## config.mk

```make
export PLATFORM = sky130hd
export DESIGN_NAME = pn2d_front
export DESIGN_NICKNAME = d
export VERILOG_FILES = /design/src/sv/pn2d_pkg.sv /design/src/sv/pn2d_front.sv
export SDC_FILE = /design/constraint.sdc
export NUM_CORES = 1
export LEC_CHECK = 0
export BUFFER_PORTS_ARGS = -buffer_cell sky130_fd_sc_hd__buf_2
export CAP_MARGIN = 5
export CORE_MARGIN = 2
export CORE_UTILIZATION = 52
export CTS_CLUSTER_DIAMETER = 80
export CTS_CLUSTER_SIZE = 12
export DETAILED_ROUTE_END_ITERATION = 10
export GPL_TIMING_DRIVEN = 0
export PLACE_DENSITY = 0.88
export SYNTH_ARGS = -nofsm -noshare
export SYNTH_HDL_FRONTEND = slang
export SYNTH_SLANG_ARGS = --single-unit
```

## constraint.sdc

```tcl
create_clock -name clk -period 7.26 [get_ports clk]
set_input_delay 0 -clock clk [delete_from_list [all_inputs] [get_ports clk]]
set_output_delay 0 -clock clk [all_outputs]
set_load 0.02 [all_outputs]
```

## src/sv/pn2d_pkg.sv

```systemverilog
// pn2d_pkg: shared types and constants for the 2d gradient noise block
// no dependencies

package pn2d_pkg;

	localparam logic OP_LOAD = 1'b0;
	localparam logic OP_EVAL = 1'b1;

	localparam int ONE_Q16 = 65536;

	// command passed from front end to back end through the queue
	typedef struct packed {
		logic        eval;
		logic [15:0] addr;
		logic [31:0] grad;
		logic [31:0] x_coord;
		logic [31:0] y_coord;
	} pn2d_cmd_t;

endpackage

```

## src/sv/pn2d_front.sv

```systemverilog
// pn2d_front: input stage and two-entry command queue
// depends on pn2d_pkg

module pn2d_front import pn2d_pkg::*; (
	input  logic        clk,
	input  logic        arst_n,
	input  logic        in_valid,
	output logic        in_stall,
	input  logic        operation,
	input  logic [7:0]  table_row,
	input  logic [7:0]  table_column,
	input  logic [15:0] gradient_x,
	input  logic [15:0] gradient_y,
	input  logic [31:0] x_coord,
	input  logic [31:0] y_coord,
	output logic        cmd_valid,
	input  logic        cmd_take,
	output pn2d_cmd_t   cmd
);

	pn2d_cmd_t   buf_q [2];
	logic        wr_q, rd_q;
	logic [1:0]  cnt_q;
	logic        push;

	assign in_stall  = (cnt_q == 2'd2);
	assign push      = in_valid && !in_stall;
	assign cmd_valid = (cnt_q != 2'd0);
	assign cmd       = buf_q[rd_q];

	always_ff @(posedge clk) begin
		if (push) begin
			buf_q[wr_q].eval    <= (operation == OP_EVAL);
			buf_q[wr_q].addr    <= {table_row, table_column};
			buf_q[wr_q].grad    <= {gradient_y, gradient_x};
			buf_q[wr_q].x_coord <= x_coord;
			buf_q[wr_q].y_coord <= y_coord;
		end
	end

	always_ff @(posedge clk or negedge arst_n) begin
		if (!arst_n) begin
			wr_q  <= 1'b0;
			rd_q  <= 1'b0;
			cnt_q <= 2'd0;
		end else begin
			if (push) wr_q <= !wr_q;
			if (cmd_take) rd_q <= !rd_q;
			cnt_q <= cnt_q + {1'b0, push} - {1'b0, cmd_take};
		end
	end

endmodule

```

* Yosys cells after proc, flatten, opt, wreduce, memory -nomap -nowiden
Memories as Yosys holds them, arrays and structs flattened. Cells that the tools add are included.
Cells by class: add/sub/neg operators 2, eq/ne operators 1, muxes and demuxes 2, reductions and logical operators 5
Operators by type and width (number):
- $logic_not A1 Y1 | 3
- $add A2 B1 Y2 | 1
- $eq A2 B2 Y1 const B | 1
- $mux W1 | 2
- $reduce_bool A2 Y1 | 1
- $sub A2 B1 Y2 | 1
- $logic_and A1 B1 Y1 | 1
Word-level totals: register bits 4, memory bits (writable) 226, output and inout port bits 115, memories 1
Memories:
- buf_q | words 2, bits a word 113, rd ports 1, clocked after Yosys merged registers in 0, write ports 1, RTL line pn2d_front.sv:21 | pn2d_cmd_t buf_q [2];

* Depth between registers and ports, before layout
depth after elaboration 5, mapped depth 7, gate-level depth less buffers 7

* Worst setup path after synthesis
Ideal clock, no wire load.
path type register -> register, start point reg cnt_q[1], end point mem buf_q[0][0] in the netlist's numbering, enable pin, setup time 586 ps, data arrival time 5288 ps, required time 6674 ps, setup slack 1386 ps, cell stages (with the launch flop) 4, buffers on the path 0, clock period less this slack 5874 ps, cells stage by stage dfrtp_1 -> nand2b_1 -> nand2_1 -> nor2_1
Between the ends: word-level cells in the longest chain between the ends 5
RTL lines:
- from (decl) | RTL line pn2d_front.sv:23 | logic [1:0] cnt_q;
- from (signal assigned) | RTL line pn2d_front.sv:49 | cnt_q <= cnt_q + {1'b0, push} - {1'b0, cmd_take};
- $eq A2 B2 Y1 | RTL line pn2d_front.sv:26 | assign in_stall = (cnt_q == 2'd2);
- $logic_not A1 Y1 | RTL line pn2d_front.sv:27 | assign push = in_valid && !in_stall;
- $logic_and A1 B1 Y1 | RTL line pn2d_front.sv:27
- $mux W1 | RTL line pn2d_front.sv:32 | if (push) begin
- $mux W1 (implied by the code) | RTL line pn2d_front.sv:37 | buf_q[wr_q].y_coord <= y_coord;
- to (decl) | RTL line pn2d_front.sv:21
Every way passes these cells.

* Worst setup path in the final report
start point reg cnt_q[1], end point mem buf_q[0][72] in the netlist's numbering, enable pin
Between the ends: word-level cells in the longest chain between the ends 5
RTL lines:
- $eq A2 B2 Y1 | RTL line pn2d_front.sv:26
- $logic_not A1 Y1 | RTL line pn2d_front.sv:27
- $logic_and A1 B1 Y1 | RTL line pn2d_front.sv:27
- $mux W1 | RTL line pn2d_front.sv:32
- $mux W1 (implied by the code) | RTL line pn2d_front.sv:35 | buf_q[wr_q].grad <= {gradient_y, gradient_x};
Every way passes these cells.

==> key figures <==
Layout
  • Area of the multi-input gates: 1600 um2
  • Nets: roughly 870
  • Synth-to-Final Area Change: 39.0%
  • Diode count: 0
  • Filler instances: 963
  • Layout cells sized above 1: 0.509
  • Register area: ~6900 um2
  • Post-Route Utilization: 0.731
  • Finished Layout Cells: 982
  • Post-route cell area: ~12000 um2

Placement
  • Dpl cells: about 820
  • Final RePlAce weighted congestion: 0.732
  • Port bufs: 231
  • Placed cell area: approximately 10000 um2
  • Pre-CTS setup slack: 5.18 ns
  • Hpwl dp: 10900 um

Setup path
  • R2R depth: 5
  • Worst EP arrival: 2.29 ns
  • Required @ worst endpoint: approximately 7.4 ns
  • Largest fanout on the critical path: 33
  • Setup Crit Path Kind: flip-flop to flip-flop
  • CP Launch Type: flip-flop
  • CP endpoint kind: flip-flop
  • R2R Path Start: cnt_q[1]
  • R2R Setup Slk: 5.16 ns
  • R2r endpoint: buf_q[0][72]

STA
  • Highest Clock Rate: 476 MHz
  • # setup viols final: 0
  • Tcrit/Tclk final: 0.290
  • Min cycle time layout: roughly 2.1 ns
  • Setup slack after layout: 5.16 ns
  • Hold Fails Final Rpt: 0
  • Worst slew margin: 0.480
  • Fin Setup TNS: 0 ns
  • Clk_skew: about 0.012 ns
  • Least-Margin Pin Slew: 0.780 ns
  • Final Max Tran Viols: 0
  • RSZ-0062 raised after global routing: no

GRT
  • Met1 GRT Util: 0.233
  • M2 GR Usage: 0.389
  • Tot GR Track Use: 0.206
  • Pin count of the biggest net entering global routing: 64
  • M3 GR Usage: 0.0456
  • Number of global-route vias before repair: 5379
  • Busiest layer in global routing: met2
  • Initial antenna violation count: 0
  • Total grt overflow: 0
  • First-pass GRT wire length: 28300 um

Clock tree
  • CTS buffer count: 23
  • Sink Count: 230
  • CTS H-Tree Depth: 1
  • Worst-Skew Late Latency: 0.49 ns
  • CTS tree: built
  • CTS resizes: 0
  • Clock transition at path regs: 0.06 ns
  • Clk buf depth: 3
  • Root Buffer: clkbuf_16

Detailed routing
  • Starting DRT DRC Count: 283
  • Post-route ant nets: 0
  • Drt pass-1 iters: 4
  • Routed wire per std cell: 18.7 um
  • # DRC: 0
  • Vias/cell: 4.91
  • Vias: 4822
  • WL final: about 18000 um

Yosys
  • Commonest cells in the netlist: edfxtp_1 (226), mux2_4 (60), mux2_2 (53), buf_6 (7), buf_2 (5)
  • Area share of the largest cell type after synthesis: 0.789
  • Yosys cell types: 16
  • Mapped Avg Cell Area: approximately 23 um2
  • Synth Instances: roughly 370
  • Dominant cell type by area after synthesis: edfxtp_1
  • Most area-consuming cells after synthesis: edfxtp_1 (79%), mux2_4 (10%), mux2_2 (6.9%)
  • Syn. warnings: 0
  • Cell with the most instances after synthesis: edfxtp_1
  • Ys async rst share: 0.0174
  • Synth Flop Type: edfxtp_1
  • Register area share after synthesis: 0.801
  • Post-synth EDFFs: 226
  • Synth Register Bits: 230
  • Post-synth net total: 488
  • Synthesized cell area: 8600 um2

Floorplanning
  • # IOs: 232
  • Core Footprint: 16300 um2
  • Die area: 17600 um2
  • Chip height: 133 um
  • Cell Rows: 47
  • Initial core utilization: 0.526
  • Chip width: 133 um

Worst hold path
  • HP Class: input port to flip-flop
  • Hold path cells: 2
  • Worst Hold End: buf_q[1][50]
  • Min-delay src: x_coord[18]

Pwr
  • Max VDD drop: 0.417 mV
  • Cell leakage power: 0.00471 uW
  • Psw: 1500 uW
  • Sequential share of power: 0.407
  • Sw frac: 0.322
  • Int Power: 3160 uW
  • Clock share of power: 0.226
  • Logic gate share of total power: 0.368
  • PD cells: 389 nW/um2

Flow run
  • Number of max-cap violations: 0

Run status
  • Status: complete, no violations
what timing repair did:
item,4_1_cts,5_1_grt
setup buffers,0,0
hold endpoints to repair,233,0
endpoints found under the setup margin,0,0
hold buffers,117,0
stage by stage:
step | hold slack (ns) | power (uW)
after floorplan | -0.296 | 3100
after global placement | -0.194 | 3540
after detailed placement | -0.187 | 3570
after CTS | 0.208 | 4680
after global routing | 0.218 | 4840
final | 0.227 | 4650
layout by cell type (no fill, tap or decap), drive strengths merged:
cell	Yosys	layout
and3	1	1
buf	13	248
clkbuf	0	40
dfrtp	4	4
dlygate4sd3	0	117
edfxtp	226	226
ha	2	2
inv	2	3
mux2	113	113
nand2	1	1
nand2b	1	1
nor2	1	1
or2	1	1
xnor2	3	3
xor2	1	1
power by group through the flow:
stage	Combinational [uW]	Clock (uW)	Sequential, uW
after floorplan	1160	0	1940
after global placement	1570	0	1970
after detailed placement	1660	0	1920
after CTS	1720	1070	1890
after global routing	1800	1130	1920
final	1710	1050	1890
how the worst max path moves through the flow:
stage	from	to	slack [ns]	cells after the start
after floorplan	cnt_q[1]	buf_q[0][0]	1.39	3
final	cnt_q[1]	buf_q[0][72]	5.16	5
after global routing	cnt_q[0]	buf_q[0][72]	5.01	5
after CTS	cnt_q[0]	buf_q[0][70]	5.17	5
after global placement	cnt_q[1]	buf_q[0][70]	-0.59	3
after detailed placement	cnt_q[0]	buf_q[0][65]	5.18	5
worst max-delay path, stage by stage (launching register included):
cell and delay (ns):
dfrtp_1 0.41, nand2b_1 0.13, nand2_1 0.17, nor2_4 0.51, buf_12 0.29, buf_12 0.23
kinds of logic after synthesis:
family	synth area share
flops	0.801
mux	0.174
buf+inv	0.0147
simple gates	0.00306
xor+xnor	0.00408
fa+ha+maj	0.00291
area by class of cell:
class                           count  share of cell area
Sequential cell                   230               0.576
Multi-Input combinational cell    124               0.134
Buffer                             13             0.00995
Clock inverter                      1            0.000942
Tap cell                          220              0.0230
Inverter                            2            0.000628
Clock buffer                       40              0.0535
Timing Repair Buffer              352               0.202
sequential cells by signal (all words and copies together), names as in the netlist:
register,cells
cnt_q,2
buf_q,226
rd_q,1
wr_q,1
per-layer routing:
layer	wire [um]	vias to the layer above	share of wire
li1	-	2215	-
met1	6820	2350	0.37
met2	9910	214	0.54
met3	1140	43	0.062
met4	496	0	0.027
met5	0	-	0
No activity file was read; power rests on OpenSTA's default activity.
